### src/sv/gbma_pkg.sv
package gbma_pkg;

    localparam int RAW_W     = 16;
    localparam int FS_W      = 3;
    localparam int BIAS_W    = 27;
    localparam int CORR_W    = 29;
    localparam int AVG_W     = 28;
    localparam int SCALE_NUM = 2000;

    localparam int PADDR_W = 4;
    localparam int PDATA_W = 32;

    localparam logic [FS_W-1:0]          FS_RESET     = 3'd1;
    localparam logic signed [BIAS_W-1:0] BIAS_X_RESET = -27'sd44237;
    localparam logic signed [BIAS_W-1:0] BIAS_Y_RESET = -27'sd6226;
    localparam logic signed [BIAS_W-1:0] BIAS_Z_RESET = -27'sd11796;

    // Register index, taken from paddr[3:2].
    typedef enum logic [1:0] {
        REG_FULL_SCALE = 2'd0,
        REG_BIAS_X     = 2'd1,
        REG_BIAS_Y     = 2'd2,
        REG_BIAS_Z     = 2'd3
    } cfg_reg_t;

    typedef struct packed {
        logic [FS_W-1:0]          full_scale_code;
        logic signed [BIAS_W-1:0] bias_x;
        logic signed [BIAS_W-1:0] bias_y;
        logic signed [BIAS_W-1:0] bias_z;
    } cfg_t;

    typedef struct packed {
        logic signed [RAW_W-1:0] raw_x;
        logic signed [RAW_W-1:0] raw_y;
        logic signed [RAW_W-1:0] raw_z;
    } sample_t;

    typedef struct packed {
        logic signed [AVG_W-1:0] avg_x;
        logic signed [AVG_W-1:0] avg_y;
        logic signed [AVG_W-1:0] avg_z;
    } result_t;

endpackage

### src/sv/gbma_cfg.sv
module gbma_cfg
(
    input  logic                             clk,
    input  logic                             rst_n,
    input  logic                             psel,
    input  logic                             penable,
    input  logic                             pwrite,
    input  logic [gbma_pkg::PADDR_W-1:0]     paddr,
    input  logic [gbma_pkg::PDATA_W-1:0]     pwdata,
    output logic [gbma_pkg::PDATA_W-1:0]     prdata,
    output gbma_pkg::cfg_t                   cfg
);

    gbma_pkg::cfg_t   cfg_reg;
    gbma_pkg::cfg_t   cfg_next;
    gbma_pkg::cfg_reg_t reg_sel;
    logic             wr_en;

    assign reg_sel = gbma_pkg::cfg_reg_t'(paddr[3:2]);
    assign wr_en   = psel && penable && pwrite;

    always_comb
    begin
        cfg_next = cfg_reg;
        if (wr_en)
        begin
            case (reg_sel)
                gbma_pkg::REG_FULL_SCALE:
                    cfg_next.full_scale_code = pwdata[gbma_pkg::FS_W-1:0];
                gbma_pkg::REG_BIAS_X:
                    cfg_next.bias_x = $signed(pwdata[gbma_pkg::BIAS_W-1:0]);
                gbma_pkg::REG_BIAS_Y:
                    cfg_next.bias_y = $signed(pwdata[gbma_pkg::BIAS_W-1:0]);
                gbma_pkg::REG_BIAS_Z:
                    cfg_next.bias_z = $signed(pwdata[gbma_pkg::BIAS_W-1:0]);
                default:
                    cfg_next = cfg_reg;
            endcase
        end
    end

    always_ff @(posedge clk or negedge rst_n)
    begin
        if (!rst_n)
        begin
            cfg_reg.full_scale_code <= gbma_pkg::FS_RESET;
            cfg_reg.bias_x          <= gbma_pkg::BIAS_X_RESET;
            cfg_reg.bias_y          <= gbma_pkg::BIAS_Y_RESET;
            cfg_reg.bias_z          <= gbma_pkg::BIAS_Z_RESET;
        end
        else
        begin
            cfg_reg <= cfg_next;
        end
    end

    // Biases read back sign-extended.
    always_comb
    begin
        case (reg_sel)
            gbma_pkg::REG_FULL_SCALE:
                prdata = gbma_pkg::PDATA_W'(cfg_reg.full_scale_code);
            gbma_pkg::REG_BIAS_X:
                prdata = gbma_pkg::PDATA_W'(cfg_reg.bias_x);
            gbma_pkg::REG_BIAS_Y:
                prdata = gbma_pkg::PDATA_W'(cfg_reg.bias_y);
            gbma_pkg::REG_BIAS_Z:
                prdata = gbma_pkg::PDATA_W'(cfg_reg.bias_z);
            default:
                prdata = '0;
        endcase
    end

    assign cfg = cfg_reg;

endmodule

### config.mk
export PLATFORM = sky130hd
export DESIGN_NAME = gbma_cfg
export DESIGN_NICKNAME = d
export VERILOG_FILES = /design/src/sv/gbma_pkg.sv /design/src/sv/gbma_cfg.sv
export SDC_FILE = /design/constraint.sdc
export NUM_CORES = 1
export LEC_CHECK = 0
export BUFFER_PORTS_ARGS = -buffer_cell sky130_fd_sc_hd__buf_2
export CORE_AREA = 2 2 90 92
export CTS_BUF_LIST = sky130_fd_sc_hd__clkbuf_4 sky130_fd_sc_hd__clkbuf_8 sky130_fd_sc_hd__clkbuf_16
export CTS_CLUSTER_DIAMETER = 30
export DETAILED_ROUTE_END_ITERATION = 10
export DIE_AREA = 0 0 92 94
export GPL_TIMING_DRIVEN = 0
export PLACE_DENSITY = 0.81
export SLEW_MARGIN = 0
export SYNTH_ARGS = -nofsm -noshare
export SYNTH_HDL_FRONTEND = slang
export SYNTH_SLANG_ARGS = --single-unit
export TNS_END_PERCENT = 20
### constraint.sdc
create_clock -name clk -period 2.3 [get_ports clk]
set_input_delay 0.46 -clock clk [delete_from_list [all_inputs] [get_ports clk]]
set_output_delay 0.46 -clock clk [all_outputs]
set_load 0.005 [all_outputs]
**Word level (Yosys, flattened, before mapping)**

Cells that the tools add are included.

- Register bits after elaboration: 84
- Input port bits: 41
- Output and inout port bits: 116
- Word-level logic and storage cells: 15

- Eq/ne operators: 3
- Multiplexer cells: 1
- Reductions and logical operators: 7

Operators with widths:

| kind | number |
|---|---|
| $pmux W32 S4 | 1 |
| $reduce_and A2 Y1 | 4 |
| $eq A2 B2 Y1 const B | 2 |
| $eq A2 B1 Y1 const B | 1 |
| $logic_and A1 B1 Y1 | 2 |
| $logic_not A2 Y1 | 1 |

**Depth between registers and ports, before layout**

- Depth after elaboration: 3
- Gate-level depth with buffers: 5
- Gate-level depth less buffers: 3

**Worst setup path after synthesis**

No wires, ideal clock.

- Path type: input -> output
- Start: in paddr[2] (netlist bit)
- End: out prdata[27] (netlist bit)
- Arrival time: 1.336 ns
- Required time: 1.840 ns
- Setup slack: 0.504 ns
- Cell stages on the path: 4
- Path buffers: 2
- Cell sequence: buf_4 -> mux2_2 -> a22o_1 -> buf_4

- Cells in the longest elaborated chain, start to end: 2
- Elaborated cells between the ends (all ways): 5
- Those cells by class: eq/ne: 3; mux: 1; reduce/logical: 1

Ends and longest elaborated chain:

| item | RTL line | text |
|---|---|---|
| from (decl) | gbma_cfg.sv:8 | `input logic [gbma_pkg::PADDR_W-1:0] paddr,` |
| $eq A2 B2 Y1 (tied with other cells) | gbma_cfg.sv:60 | `case (reg_sel)` |
| $pmux W32 S4 (*) | gbma_cfg.sv:60 |  |
| to (decl) | gbma_cfg.sv:10 | `output logic [gbma_pkg::PDATA_W-1:0] prdata,` |

Every way passes the cells marked *; elsewhere a longest branch is shown, timed or not.

**Final worst setup path**

- Start: in paddr[2] (netlist bit)
- End: out prdata[25] (netlist bit)

The elaborated chain is that of the path after synthesis.

==> results.toml <==
[routing]
postRouteAntennaNets = 0
wl_per_cell_um = 17.9
routed_wl_um = 9260
viasPerCell = 5.24
drtIter0Drc = 55
vias = 2704
drc = 0
firstDrtPassIters = 4

[clock_tree]
cts_tree = "yes"
cts_buffers = 9
clockBufferDepth = 2
cts.sinks = 84
postCtsSetupBuffers = 0
cts_root_buf = "clkbuf_8"
clk_latency_ns = 0.33
path_clk_slew_ns = 0.08
h-tree-depth = 3

[timing]
period_share_pct = 94.2
relSlewSlack_pct = 61.5
finalSetupViolations = 0
clock_skew_ns = 0
final.setup.tns_ns = 0
slew_violations = 0
max_freq_mhz = 461
period_minus_slack_ns = 2.17
rsz0062_at_grt = "no"
tightest_slew_ns = 0.578
hold_viol = 0
hold_slack_ns = 0.378

[global_routing]
antenna_found_initial = 0
grt_pass1_vias = 2795
grt_max_degree = 70
overflow = 0
grt_first_pass_wirelength_um = 14400
grtUsageTotal_pct = 21.5

[pwr]
power_density_nw_per_um2 = 897
pwr-share-clk_pct = 21.4
pwr-share-comb_pct = 27.8
p_leak_nw = 2.39
p_sw_mw = 1.25
p_int_mw = 3.23
ir_drop_mv = 0.513
p_seq_share_pct = 50.7
switching_share_pct = 27.9

[setup_path]
r2r_start = "cfg[61]"
r2r_end = "cfg[61]"
cp_slowest_stage_delay_ns = 0.36
required_ns = 1.84
cp_num_cells = 6
rr_worst_depth = 1
crit_path_max_fanout = 10
path_buf_inv = 4
cp.arrival_ns = 1.71
cp_top_family = "buffers and inverters"
r2r_slack_ns = 1.51
critPathLaunchType = "input port"
crit_path_start = "paddr[2]"
critPathSlowestCell = "mux2_2"
worstPathCellList = "buf_2 -> buf_4 -> buf_4 -> mux2_2 -> a22o_1 -> buf_2"
endpoint = "prdata[25]"
endpoint_kind = "output port"
path_class = "in2out"

[synthesis]
synth_fp_nets = 288
synth.distinct_cells = 16
ys_ff_latch = 84
avgSynthCellArea_um2 = 15.8
synthesis.instances = 247
synthesis.area_um2 = 3900
ys.warnings.count = 0
ys_seq_area_share_pct = 55.9

[layout]
final_common_cell = "buf_2"
regArea_um2 = 2180
fillCellCount = 586
diodes = 0
area_growth_pct = 28.0
nets = 450
postLayoutCoreUtil_pct = 65.6
finalNonFillerCells = 516
multiInputGateArea_um2 = 1550
drive_above_1_share_pct = 87.0
largest_register_ffs = 84
mostFrequentLayoutCells = "buf_2, mux2_2, dfstp_2"

[floorplan]
die_w_um = 92
fp-row-count = 32
core_area_um2 = 7610
die_h_um = 94
die_area_um2 = 8650
start_util_pct = 51.2
io_pins = 157

[placed_design]
hpwl_um = 6560
dp.cells = 499
gp_congestion = 0.783
io_buffers = 149

[status]
outcome = "finished, final reports clean"

[run]
cap_violations = 0

[hold_path]
hp-class = "in2reg"
[worst min path at each step]
| stage | from | end | slack [ns] | cells after the start |
|---|---|---|---|---|
| floorplan | rst_n | cfg[0] | 0.16 | 0 |
| global placement | cfg[1] | cfg[1] | 0.50 | 1 |
| detailed placement | rst_n | cfg[69] | 0.34 | 1 |
| CTS | pwdata[6] | cfg[33] | 0.36 | 2 |
| global route | pwdata[18] | cfg[45] | 0.36 | 2 |
| finish | pwdata[6] | cfg[33] | 0.38 | 2 |
[cell usage after synthesis]
cell type / n / area share (%)
clkbuf_1: 3 / 0.29
buf_6: 6 / 1.7
nor3b_1: 1 / 0.19
mux2_4: 1 / 0.39
and3_4: 1 / 0.29
buf_4: 10 / 1.9
nand3b_1: 1 / 0.19
mux2_2: 107 / 31
dfstp_2: 62 / 42
buf_2: 3 / 0.39
a22o_1: 24 / 5.4
mux4_2: 3 / 1.7
and3b_1: 1 / 0.22
dfrtp_1: 22 / 14
nand3_2: 1 / 0.26
nor2b_1: 1 / 0.16
[final cells by class]
class	instances	share of cell area, %
timing repair buffer	151	15.7
clock buffer	12	3.06
buffer	22	3.39
multi-input combinational	141	31.0
sequential	84	43.7
clock inverter	4	0.527
tap	102	2.56
[stage by stage]
| step | setup slack (ns) | total power [mW] | area (um^2) |
|---|---|---|---|
| floorplan | 0.504 | 2.88 | 3900 |
| global placement | 0.131 | 3.48 | 4770 |
| detailed placement | 0.119 | 3.55 | 4800 |
| CTS | 0.119 | 4.52 | 4990 |
| global route | 0.0607 | 4.72 | 4990 |
| finish | 0.132 | 4.47 | 4990 |
[routing by layer]
metal | GRT usage, % | routed length, um | up-vias
met1 | 26.5 | 3960 | 1354
met2 | 36.3 | 4540 | 103
li1 | - | - | 1235
met5 | 0 | 0 | -
met3 | 6.02 | 583 | 12
met4 | 7.59 | 170 | 0
[timing repair]
action                                  in CTS  in global routing
endpoints found under the hold margin        5                  0
endpoints found under the setup margin       0                  0
gates resized for setup                      0                  0
hold buffers                                 1                  0
[logic make-up (layout without fill, tap and decap cells)]
group | count (synthesis) | count (layout) | share of synthesized area (%)
AND/OR/NAND/NOR | 6 | 6 | 1.32
multiplexers | 111 | 111 | 33.0
AO/OA/AOI/OAI | 24 | 24 | 5.39
flip-flops | 84 | 84 | 55.9
buffers and inverters | 22 | 189 | 4.33
[power groups by stage]
stage               sequential, mW  combinational, mW  clock [mW]
detailed placement            2.29               1.26           0
CTS                           2.27               1.26       0.984
global placement              2.26               1.22           0
finish                        2.27               1.25       0.959
floorplan                     2.28              0.607           0
global route                  2.32               1.36        1.04
(Power assumes the default switching activity.)
