$ cat config.mk
export PLATFORM = sky130hd
export DESIGN_NAME = gbma_div
export DESIGN_NICKNAME = d
export VERILOG_FILES = /design/src/sv/gbma_pkg.sv /design/src/sv/gbma_div.sv
export SDC_FILE = /design/constraint.sdc
export NUM_CORES = 1
export LEC_CHECK = 0
export ABC_CLOCK_PERIOD_IN_PS = 9970
export BUFFER_PORTS_ARGS = -buffer_cell sky130_fd_sc_hd__buf_2
export CAP_MARGIN = 20
export CORE_ASPECT_RATIO = 1.2
export CORE_MARGIN = 5
export CORE_UTILIZATION = 65
export CTS_CLUSTER_SIZE = 24
export DETAILED_ROUTE_END_ITERATION = 12
export PLACE_DENSITY = 0.94
export SLEW_MARGIN = 0
export SYNTH_ARGS = -nofsm -noshare
export SYNTH_HDL_FRONTEND = slang
export SYNTH_SLANG_ARGS = --single-unit
$ cat constraint.sdc
create_clock -name clk -period 9.97 [get_ports clk]
set_input_delay 0.997 -clock clk [delete_from_list [all_inputs] [get_ports clk]]
set_output_delay 0.997 -clock clk [all_outputs]
set_load 0.005 [all_outputs]
$ cat src/sv/gbma_pkg.sv
package gbma_pkg;

    localparam int RAW_W     = 16;
    localparam int FS_W      = 3;
    localparam int BIAS_W    = 27;
    localparam int CORR_W    = 29;
    localparam int AVG_W     = 28;
    localparam int SCALE_NUM = 2000;

    localparam int PADDR_W = 4;
    localparam int PDATA_W = 32;

    localparam logic [FS_W-1:0]          FS_RESET     = 3'd1;
    localparam logic signed [BIAS_W-1:0] BIAS_X_RESET = -27'sd44237;
    localparam logic signed [BIAS_W-1:0] BIAS_Y_RESET = -27'sd6226;
    localparam logic signed [BIAS_W-1:0] BIAS_Z_RESET = -27'sd11796;

    // Register index, taken from paddr[3:2].
    typedef enum logic [1:0] {
        REG_FULL_SCALE = 2'd0,
        REG_BIAS_X     = 2'd1,
        REG_BIAS_Y     = 2'd2,
        REG_BIAS_Z     = 2'd3
    } cfg_reg_t;

    typedef struct packed {
        logic [FS_W-1:0]          full_scale_code;
        logic signed [BIAS_W-1:0] bias_x;
        logic signed [BIAS_W-1:0] bias_y;
        logic signed [BIAS_W-1:0] bias_z;
    } cfg_t;

    typedef struct packed {
        logic signed [RAW_W-1:0] raw_x;
        logic signed [RAW_W-1:0] raw_y;
        logic signed [RAW_W-1:0] raw_z;
    } sample_t;

    typedef struct packed {
        logic signed [AVG_W-1:0] avg_x;
        logic signed [AVG_W-1:0] avg_y;
        logic signed [AVG_W-1:0] avg_z;
    } result_t;

endpackage

$ cat src/sv/gbma_div.sv
// Signed division of a window sum by the history depth, truncating toward
// zero. The magnitude is multiplied by a reciprocal chosen so that the
// truncated product is exact for every magnitude that can occur; the product
// is split into two halves so that each multiplier stays narrow.
module gbma_div
#(
    parameter int HISTORY_DEPTH = 10
)
(
    input  logic                                 clk,
    input  logic                                 ld_prod,
    input  logic                                 ld_quot,
    input  logic signed [gbma_pkg::CORR_W+$clog2(HISTORY_DEPTH)-1:0] sum,
    output logic signed [gbma_pkg::AVG_W-1:0]    quot
);

    localparam int SUM_W  = gbma_pkg::CORR_W + $clog2(HISTORY_DEPTH);
    localparam int MAG_W  = SUM_W - 1;
    localparam int SHIFT  = MAG_W + $clog2(HISTORY_DEPTH);
    localparam int MUL_W  = MAG_W + 2;
    localparam int LO_W   = (MAG_W + 1) / 2;
    localparam int HI_W   = MAG_W - LO_W;
    localparam int PROD_W = MAG_W + MUL_W;
    localparam logic [63:0] RECIP_FULL = ((64'd1 << SHIFT) / HISTORY_DEPTH) + 64'd1;
    localparam logic [MUL_W-1:0] RECIP = RECIP_FULL[MUL_W-1:0];

    logic [SUM_W-1:0]        abs_sum;
    logic [MAG_W-1:0]        mag;
    logic [LO_W+MUL_W-1:0]   lo_next;
    logic [HI_W+MUL_W-1:0]   hi_next;
    logic [LO_W+MUL_W-1:0]   lo_reg;
    logic [HI_W+MUL_W-1:0]   hi_reg;
    logic                    neg_reg;
    logic [PROD_W-1:0]       prod;
    logic [gbma_pkg::AVG_W-1:0] q_mag;
    logic [gbma_pkg::AVG_W-1:0] quot_next;
    logic [gbma_pkg::AVG_W-1:0] quot_reg;

    // The sum is always well inside the signed range, so its magnitude fits
    // one bit less than the sum.
    assign abs_sum = sum[SUM_W-1] ? SUM_W'(-sum) : SUM_W'(sum);
    assign mag     = abs_sum[MAG_W-1:0];
    assign lo_next = mag[LO_W-1:0] * RECIP;
    assign hi_next = mag[MAG_W-1:LO_W] * RECIP;

    always_ff @(posedge clk)
    begin
        if (ld_prod)
        begin
            lo_reg  <= lo_next;
            hi_reg  <= hi_next;
            neg_reg <= sum[SUM_W-1];
        end
    end

    assign prod      = (PROD_W'(hi_reg) << LO_W) + PROD_W'(lo_reg);
    assign q_mag     = prod[SHIFT +: gbma_pkg::AVG_W];
    assign quot_next = neg_reg ? (gbma_pkg::AVG_W'(0) - q_mag) : q_mag;

    always_ff @(posedge clk)
    begin
        if (ld_quot)
        begin
            quot_reg <= quot_next;
        end
    end

    assign quot = $signed(quot_reg);

endmodule
Yosys cells after proc, flatten, opt, wreduce, memory -nomap -nowiden
Cells that the tools add are included.
- $add $sub $neg: 3
- mux-type cells: 2
- multiply operators: 2
- operators with widths (kind ; count):
    64-bit by 49-bit adder with 64-bit output ; 1
    16-bit by 32-bit multiplier with 48-bit output (second input constant) ; 1
    16-bit by 32-bit multiplier with 47-bit output (second input constant) ; 1
    32-bit two-way mux ; 1
    32-bit negation ; 1
    28-bit two-way mux ; 1
    1-bit by 28-bit subtractor with 28-bit output (first input constant) ; 1
- register bits: 124
- word-level logic and storage cells: 11
- output and inout bits: 28

Longest topological paths before layout
Gate-level depths: netlist of run 1.
- word-level depth: 3
- gate-level depth with buffers: 33
- depth with buffers taken out: 32

Least setup slack after synthesis of run 1
No wires, ideal clock.
- kind: input port to flip-flop
- start point: input port sum[7] (netlist name)
- end point: register hi_reg[46], data pin
- required time: 9.712 ns
- stages: 30
- library setup time: 0.258 ns
- buffers on the path: 0
- slack: 1.211 ns
- arrival: 8.502 ns
- cells stage by stage: or4_1 -> nor3_1 -> nand3_1 -> or4_1 -> or2_2 -> nand2b_1 -> o21ai_0 -> xnor2_1 -> ha_1 -> ha_1 -> inv_1 -> fa_1 -> inv_1 -> fa_1 -> inv_1 -> fa_1 -> inv_1 -> fa_1 -> ha_1 -> a21o_1 -> a21o_1 -> a21oi_1 -> inv_1 -> or3_1 -> o21a_1 -> a211oi_1 -> nor4_1 -> or3b_2 -> a21oi_1 -> xnor2_1
- longest elaborated chain between the ends: 3
- ends and longest elaborated chain (element ; RTL line ; source):
    start: declaration ; gbma_div.sv:13 ; input logic signed [gbma_pkg::CORR_W+$clog2(HISTORY_DEPTH)-1:0] sum,
    32-bit negation ; gbma_div.sv:41 ; assign abs_sum = sum[SUM_W-1] ? SUM_W'(-sum) : SUM_W'(sum);
    32-bit two-way mux ; gbma_div.sv:41 ;
    16-bit by 32-bit multiplier with 47-bit output ; gbma_div.sv:44 ; assign hi_next = mag[MAG_W-1:LO_W] * RECIP;
    via hi_next[46] ; gbma_div.sv:30 ; logic [HI_W+MUL_W-1:0] hi_next;
    end signal: assignment ; gbma_div.sv:51 ; hi_reg <= hi_next;
    end: declaration ; gbma_div.sv:32 ; logic [HI_W+MUL_W-1:0] hi_reg;
The timed path passes the listed nets, and every way through them passes these cells.
A chain may end at the register's enable or synchronous reset.

Final worst setup path of run 1
Same ends and word-level chain as after synthesis.

==> impl_metrics.toml, run 1 <==
[synthesis]
synth_top_area_share_pct = 22.2
syn_nets = 2145
cell_area_synth_um2 = 16300
yosysWarningCount = 0
postSynthRegisterBits = 108
number_of_unique_standard_cell_types_used_by_synthesis = 74
synth_flop_cell = "sky130_fd_sc_hd__edfxtp_1"
synthDominantAreaCellType = "sky130_fd_sc_hd__ha_1"
synth_async_sr_flop_share_pct = 0
synth_sequential_area_ratio_pct = 19.9
synth_enable_flop_cells = 108
synth_area_per_cell_um2 = 9.83
synthTopCellsByArea = "sky130_fd_sc_hd__ha_1 (22%), sky130_fd_sc_hd__fa_1 (20%), sky130_fd_sc_hd__edfxtp_1 (20%), sky130_fd_sc_hd__inv_1 (7.8%), sky130_fd_sc_hd__xnor2_1 (5.7%)"
netlist_instances = 1655

[layout]
antenna_cells = 0
layout-area-overhead-vs-synth_pct = 5.87
largest_reg_flops = 47
drive_gt1_share_pct = 6.43
final.fill_count = 1750
layout.nets = 2198

[timing]
final.setup.tns_ns = 0
transition_at_the_pin_with_the_smallest_max_transition_slack_ns = 1.04
finalHoldViolCount = 0
rsz0062_at_grt = "false"
fin_crit_sh_pct = 92.7
setup_viol_count_final = 0
timing.max_slew.rel_slack_pct = 30.4
post-route-min-period_ns = 9.24
final.setup_skew_ns = 0.0102
max_clock_freq_ghz = 0.108
drv_slew = 0

[clocking]
post_cts_buffers = 0
clkSlewWorstSetupHoldPaths_ns = 0.07
cts_tree = "done"
postCtsHoldBufs = 0
clockRootBuffer = "sky130_fd_sc_hd__clkbuf_16"
cts.repair.resized = 0
tritoncts_num_sinks = 108
numCtsBuffers = 9
clockBufferDepth = 2
htree_num_levels = 3
worst_skew_pair.late_latency_ns = 0.36

[run]
drv_cap = 0

[routing]
detailedRoute.firstPassIterationCount = 5
antenna_violating_nets_left = 0
drt_drc_violations_left = 0
detailroute.via_count = 12200
drt_first_iter_violations = 762
wire_per_inst_um = 17.8
routed_via_density = 5.98
drt_wl_total_um = 36200

[critical_path]
slowest_delay_ns = 0.57
timing.reg2reg.worst_path_depth = 13
critical-path-top-cell-by-count = "sky130_fd_sc_hd__inv_1"
setup.worst_path.end_class = "flip-flop"
worstPathMaxFanout = 5
max_stage_delay_cell_worst_path = "sky130_fd_sc_hd__or4_1"
worst-endpoint-required_ns = 10.08
timing.critical_path.arrival_ns = 9.35
startpoint_type = "input pin"
path_class = "in -> reg"

[grt]
first_pass_grt_wire_length_um = 60100
antenna_found_initial = 0
grt_use_total_pct = 26.1
gr-total-overflow = 0
grt_start_max_net_pins = 81
number_of_global_route_vias_before_repair = 12800

[place]
io_buffer_count = 63
place_congestion = 0.975
detailedPlacementHpwl_um = 31500

[die]
die_area_um2 = 28300
initial_core_util_pct = 65.9
floorplan.core_area_um2 = 24700
die-height_um = 183
floorplan.rows = 63
num_io_pins = 64
floorplan.die.width_um = 154

[worst_hold_path]
timing.hold.worst.class = "reg -> reg"
hold_depth = 1

[status]
status = "finished, final reports clean"
[stage by stage]
stage / instances / worst slack (ns) / utilization, % / hold slack [ns] / area (um2)
floorplan: 1655 / 1.21 / - / 0.527 / 16300
global placement: 2022 / 0.593 / 68.6 / 0.562 / 16900
detailed placement: 2022 / 0.423 / 68.6 / 0.560 / 16900
CTS: 2037 / 0.813 / 69.8 / 0.581 / 17200
global route: 2037 / 0.246 / 69.8 / 0.643 / 17200
finish: 2037 / 0.728 / 69.8 / 0.574 / 17200
[synthesized netlist by cell type, types with 32 or more instances]
| cell | count |
|---|---|
| sky130_fd_sc_hd__xnor2_1 | 105 |
| sky130_fd_sc_hd__xor2_1 | 32 |
| sky130_fd_sc_hd__a21oi_1 | 91 |
| sky130_fd_sc_hd__ha_1 | 289 |
| sky130_fd_sc_hd__fa_1 | 165 |
| sky130_fd_sc_hd__inv_1 | 340 |
| sky130_fd_sc_hd__a21o_1 | 32 |
| sky130_fd_sc_hd__nor2_1 | 52 |
| sky130_fd_sc_hd__nand2_1 | 58 |
| sky130_fd_sc_hd__edfxtp_1 | 108 |
| sky130_fd_sc_hd__o21ai_0 | 58 |
[final timing paths]
path / from / end / slack (ns)
max reg2reg: hi_reg[15] / quot[25] / 4.98
min reg2reg: hi_reg[47] / quot[27] / 0.57
max: sum[7] / hi_reg[46] / 0.73
min: hi_reg[47] / quot[27] / 0.57
[cell usage in the layout (no fill, tap or decap), drive strengths merged, types with 6 or more instances in the layout]
master	Yosys	layout
a211oi	10	10
a21o	32	32
a21oi	91	91
and2	11	11
and3	10	10
and4	7	7
buf	5	67
clkbuf	20	9
edfxtp	108	108
fa	165	165
ha	289	289
inv	340	343
nand2	58	58
nand2b	14	14
nand3	32	32
nand4	15	15
nor2	52	52
nor2b	6	6
nor3	32	32
nor4	9	9
o211ai	11	11
o21a	14	14
o21ai	61	61
o21bai	8	8
o31ai	22	22
o41ai	8	8
or2	11	11
or3	9	9
or4	10	10
xnor2	105	105
xor2	32	32
[worst max-delay path: cells and delay by family]
family / cells / cell delay, ns
AND/OR/NAND/NOR: 9 / 3.04
adder cells (fa/ha/maj): 7 / 3.02
AO/OA/AOI/OAI: 7 / 1.56
buffers and inverters: 6 / 0.45
XOR/XNOR: 2 / 0.31
[metal layers]
metal	wire [um]	global-route usage, %
met1	14300	30.8
met3	1720	2.78
met2	18600	47.9
met4	1520	11.6
met5	0	0
[cell type report]
class                   count  area [um2]  share of cell area, %
inverters                 340        1280                   7.41
clock inverters             6        82.6                  0.480
well taps                 325         407                   2.36
multi-input cells        1182       11600                   67.6
repair buffers             67         345                   2.01
clock buffers               9         225                   1.31
flip-flops and latches    108        3240                   18.8
[cell families after synthesis]
kind of cell	Yosys count	share of synthesized area [%]
DFF	108	19.9
buffers and inverters	365	8.49
adders and majority gates	454	42.5
and+or+nand+nor	286	9.31
AOI/OAI and AO/OA	301	12.1
muxes	4	0.262
xor gates and xnor gates	137	7.38
Power of run 1 is not shown: default switching activity piles up to over one toggle a cycle in this logic, so the estimate is an artifact.
==> run 2: changes to the inputs <==
--- a/config.mk
+++ b/config.mk
@@ -12,7 +12,9 @@
 export CORE_MARGIN = 5
 export CORE_UTILIZATION = 65
+export CTS_CLUSTER_DIAMETER = 120
 export CTS_CLUSTER_SIZE = 24
 export DETAILED_ROUTE_END_ITERATION = 12
 export PLACE_DENSITY = 0.94
+export SETUP_SLACK_MARGIN = 0.3
 export SLEW_MARGIN = 0
 export SYNTH_ARGS = -nofsm -noshare
==> constraint.sdc (replaced) <==
create_clock -name clk -period 9.97 [get_ports clk]
set_input_delay 1.4955 -clock clk [delete_from_list [all_inputs] [get_ports clk]]
set_output_delay 1.4955 -clock clk [all_outputs]
set_load 0.005 [all_outputs]
==> impl_metrics.toml, run 2 (synthesis results as in run 1) <==
[status]
status = "finished, final reports clean"

[critical_path]
timing.critical_path.arrival_ns = 9.43
worst-endpoint-required_ns = 10.09
critical_path.n_buffers_inverters = 6
rr_startpoint = "hi_reg[15]"
path_class = "in -> reg"
setup.worst_path.start = "sum[7]"
max_stage_delay_cell_worst_path = "sky130_fd_sc_hd__or4_1"
setup.worst_path.end_class = "flip-flop"
cpLargestDelayFamily = "adder cells"
slowest_delay_ns = 0.58
startpoint_type = "input pin"
critical-path-top-cell-by-count = "sky130_fd_sc_hd__inv_1"
worstPathMaxFanout = 5

[run]
drv_cap = 0

[timing]
drv_slew = 0
timing.max_slew.rel_slack_pct = 30.4
rsz0062_at_grt = "true"
transition_at_the_pin_with_the_smallest_max_transition_slack_ns = 1.04
finalHoldWorstSlack_ns = 0.607
fin_crit_sh_pct = 93.4
post-route-min-period_ns = 9.31
final.setup.tns_ns = 0
setup_viol_count_final = 0
max_clock_freq_ghz = 0.107
final.setup_skew_ns = 0.00774
finalHoldViolCount = 0

[clocking]
post_cts_buffers = 0
worst_skew_pair.late_latency_ns = 0.36
cts.repair.resized = 0
htree_num_levels = 3
tritoncts_num_sinks = 108
clockBufferDepth = 2
clockRootBuffer = "sky130_fd_sc_hd__clkbuf_16"
numCtsBuffers = 9
postCtsHoldBufs = 0
clkSlewWorstSetupHoldPaths_ns = 0.08
cts_tree = "done"

[die]
die_area_um2 = 28300
floorplan.core_area_um2 = 24700
num_io_pins = 64
die-height_um = 183
floorplan.rows = 63
floorplan.die.width_um = 154
initial_core_util_pct = 65.9

[place]
io_buffer_count = 63
detailedPlacementHpwl_um = 31400
placed_cell_area_um2 = 17000
place_congestion = 0.985

[grt]
first_pass_grt_wire_length_um = 60900
grt_start_max_net_pins = 81
grt_use_total_pct = 26.5
antenna_found_initial = 0
number_of_global_route_vias_before_repair = 12900
gr-total-overflow = 0

[routing]
wire_per_inst_um = 17.8
antenna_violating_nets_left = 0
drt_first_iter_violations = 729
routed_via_density = 5.89
detailroute.via_count = 12000
drt_wl_total_um = 36400
detailedRoute.firstPassIterationCount = 5
drt_drc_violations_left = 0

[layout]
antenna_cells = 0
multi_input_comb_area_um2 = 11700
layout-area-overhead-vs-synth_pct = 6.67
drive_gt1_share_pct = 7.56
layout.cells.most_common = "sky130_fd_sc_hd__inv_1"
layout.nets = 2205
most-common-layout-cells = "sky130_fd_sc_hd__inv_1 (340), sky130_fd_sc_hd__ha_1 (287), sky130_fd_sc_hd__fa_1 (165), sky130_fd_sc_hd__edfxtp_1 (108), sky130_fd_sc_hd__xnor2_1 (104)"
final.fill_count = 1747
final_design_area_excluding_fillers_um2 = 17400
seqCellArea_um2 = 3240
largest_reg_flops = 47

[worst_hold_path]
timing.hold.worst.class = "reg -> reg"
worstHoldStart = "hi_reg[47]"
[run 2: layout make-up]
class	instances	share of cell area (%)
repair buffers	74	2.29
multi-input cells	1182	67.4
clock buffers	9	1.30
flip-flops and latches	108	18.7
well taps	325	2.34
inverters	340	7.36
clock inverters	7	0.591
[run 2: final timing paths]
kind | endpoint | slack, ns | cells past startpoint
worst max-delay path | hi_reg[46] | 0.66 | 30
worst min-delay path | quot[27] | 0.61 | 1
worst max register to register | quot[25] | 5.03 | 13
worst min register to register | quot[27] | 0.61 | 1
[run 2: metrics by stage]
stage / util [%] / setup slack, ns / instances
2_1_floorplan: - / 0.712 / 1655
3_3_place_gp: 68.8 / 0.221 / 2029
3_5_place_dp: 68.8 / 0.0853 / 2029
4_1_cts: 70.1 / 0.450 / 2045
5_1_grt: 70.3 / 0.251 / 2045
6_report: 70.3 / 0.660 / 2045
[run 2: worst register-to-register path, cell delays in order (launching register included)]
cell	delay, ns
sky130_fd_sc_hd__edfxtp_1	0.45
sky130_fd_sc_hd__ha_1	0.41
sky130_fd_sc_hd__nand4_1	0.20
sky130_fd_sc_hd__or2_2	0.37
sky130_fd_sc_hd__a2111oi_0	0.74
sky130_fd_sc_hd__o31ai_1	0.22
sky130_fd_sc_hd__o21ai_0	0.24
sky130_fd_sc_hd__xor2_1	0.13
sky130_fd_sc_hd__or4_1	0.57
sky130_fd_sc_hd__nor4_1	0.40
sky130_fd_sc_hd__buf_4	0.25
sky130_fd_sc_hd__nor2b_1	0.22
sky130_fd_sc_hd__mux2_2	0.37
sky130_fd_sc_hd__xnor2_1	0.12
[run 2: routing by layer]
metal  part of all wire (%)  global-route usage (%)  vias up  wire [um]
met5                      0                       0        -          0
met4                    4.6                    12.3        0       1680
met3                    4.0                    2.64      117       1460
met2                     51                    48.3      382      18600
met1                     40                    31.3     5769      14700
li1                       -                       -     5778          -
Power of run 2 is left out for the same reason.
==> run 3: changes to the inputs <==
Settings changed: ABC_CLOCK_PERIOD_IN_PS 9970 to 8300, CORE_ASPECT_RATIO 1.2 to not set, CORE_UTILIZATION 65 to 33, PLACE_DENSITY 0.94 to 0.61.
Clock period 9.97 ns to 8.3 ns, I/O delays scaled along.
==> impl_metrics.toml, run 3 (synthesis results as in run 1) <==
[die]
floorplan.die.width_um = 232
floorplan.rows = 81
die-height_um = 232
die_area_um2 = 53800
floorplan.core_area_um2 = 48800
num_io_pins = 64
initial_core_util_pct = 33.3

[clocking]
tritoncts_num_sinks = 108
cts_tree = "done"
clockBufferDepth = 2
htree_num_levels = 3
clockRootBuffer = "sky130_fd_sc_hd__clkbuf_16"
postCtsHoldBufs = 0
worst_skew_pair.late_latency_ns = 0.36
numCtsBuffers = 9
clkSlewWorstSetupHoldPaths_ns = 0.08

[critical_path]
worstPathMaxFanout = 4
rrSetupSlack_ns = 3.42
slowest_delay_ns = 0.55
cell_count_along_the_critical_path = 29
critical-path-top-cell-by-count = "sky130_fd_sc_hd__fa_1"
path_class = "in -> reg"
setup.worst_path.end_class = "flip-flop"
cpLargestDelayFamily = "adder cells"
max_stage_delay_cell_worst_path = "sky130_fd_sc_hd__or4_4"
timing.critical_path.arrival_ns = 8.50
critical_path.n_buffers_inverters = 6
timing.reg2reg.worst_path_depth = 13
startpoint_type = "input pin"
worst-endpoint-required_ns = 8.41

[routing]
drt_drc_violations_left = 0
wire_per_inst_um = 14.9
routed_via_density = 4.72
detailroute.via_count = 12600
drt_first_iter_violations = 499
antenna_violating_nets_left = 0
drt_wl_total_um = 39600
detailedRoute.firstPassIterationCount = 6

[grt]
antenna_found_initial = 0
gr-total-overflow = 0
grt_start_max_net_pins = 73
number_of_global_route_vias_before_repair = 13200
first_pass_grt_wire_length_um = 66600
grt_use_total_pct = 14.9

[timing]
fin_crit_sh_pct = 101
final.setup_skew_ns = 0.0155
finalHoldViolCount = 0
max_clock_freq_ghz = 0.119
rsz0062_at_grt = "true"
post-route-min-period_ns = 8.39
transition_at_the_pin_with_the_smallest_max_transition_slack_ns = 0.901
postLayoutSetupSlackWorst_ns = -0.0887
drv_slew = 0
timing.max_slew.rel_slack_pct = 39.2
setup_viol_count_final = 6

[place]
dpl_worst_slack_ns = -0.596
detailedPlacementHpwl_um = 34500
place_congestion = 0.880
io_buffer_count = 63

[worst_hold_path]
timing.hold.worst.class = "reg -> reg"
hold_depth = 1

[layout]
antenna_cells = 0
layout.nets = 2486
layout.cells.most_common = "sky130_fd_sc_hd__inv_1"
final.fill_count = 4755
most-common-layout-cells = "sky130_fd_sc_hd__inv_1 (318), sky130_fd_sc_hd__buf_4 (279), sky130_fd_sc_hd__ha_1 (275), sky130_fd_sc_hd__fa_1 (150), sky130_fd_sc_hd__edfxtp_1 (108)"
largest_reg_flops = 47
layout-area-overhead-vs-synth_pct = 27.8
drive_gt1_share_pct = 27.6

[status]
failed_checks = "setup timing"
status = "complete, but fails checks"

[run]
drv_cap = 0
[run 3: changes by cell type in the layout (fill, tap and decap cells not counted), sizes merged]
cell and delta:
buf +281, bufinv -1, inv +1
[run 3: worst paths after layout]
path	from	to
worst max-delay path	sum[10]	hi_reg[46]
worst min-delay path	hi_reg[47]	quot[27]
worst max register to register	hi_reg[15]	quot[25]
worst min register to register	hi_reg[47]	quot[27]
[run 3: worst register-to-register path, stage by stage (launching register included)]
cell and delay, ns:
sky130_fd_sc_hd__edfxtp_1 0.45, sky130_fd_sc_hd__ha_1 0.42, sky130_fd_sc_hd__nand4_1 0.21, sky130_fd_sc_hd__or2_2 0.38
sky130_fd_sc_hd__a2111oi_0 0.69, sky130_fd_sc_hd__o31ai_1 0.21, sky130_fd_sc_hd__o21ai_0 0.25, sky130_fd_sc_hd__xor2_1 0.14
sky130_fd_sc_hd__or4_1 0.57, sky130_fd_sc_hd__nor4_1 0.36, sky130_fd_sc_hd__buf_4 0.24, sky130_fd_sc_hd__nor2b_1 0.22
sky130_fd_sc_hd__mux2_2 0.37, sky130_fd_sc_hd__xnor2_1 0.13
[run 3: repair_timing]
item                       4_1_cts  5_1_grt
pin swaps                       62       33
resized for setup               72       75
setup endpoints to repair       30       40
gates cloned                     0        0
buffers inserted                 7       15
[run 3: cell type report]
cell class | count | area (um2) | area share (%)
Tap cell | 664 | 831 | 4.00
Clock buffer | 9 | 225 | 1.08
Sequential cell | 108 | 3240 | 15.6
Clock inverter | 7 | 67.6 | 0.325
Inverter | 340 | 1280 | 6.14
Multi-Input combinational cell | 1182 | 12600 | 60.4
Timing Repair Buffer | 355 | 2580 | 12.4
[run 3: metrics by stage]
step	std cells	utilization (%)	instance area [um2]	setup TNS [ns]	hold WS, ns
6_report	2665	42.5	20800	-0.317	0.606
2_1_floorplan	1655	-	16600	-0.274	0.527
3_3_place_gp	2626	40.3	19700	-6.80	0.605
4_1_cts	2649	41.7	20400	-0.0335	0.620
5_1_grt	2665	42.5	20800	-3.06	0.659
3_5_place_dp	2626	40.3	19700	-9.88	0.598
[run 3: per-layer routing]
layer,track usage [%],up-vias,wire [um]
met5,0,-,0
met4,2.99,0,648
met3,1.41,36,1170
met2,24.5,200,18300
met1,21.6,5990,19600
li1,-,6340,-
Power of run 3 is left out for the same reason.
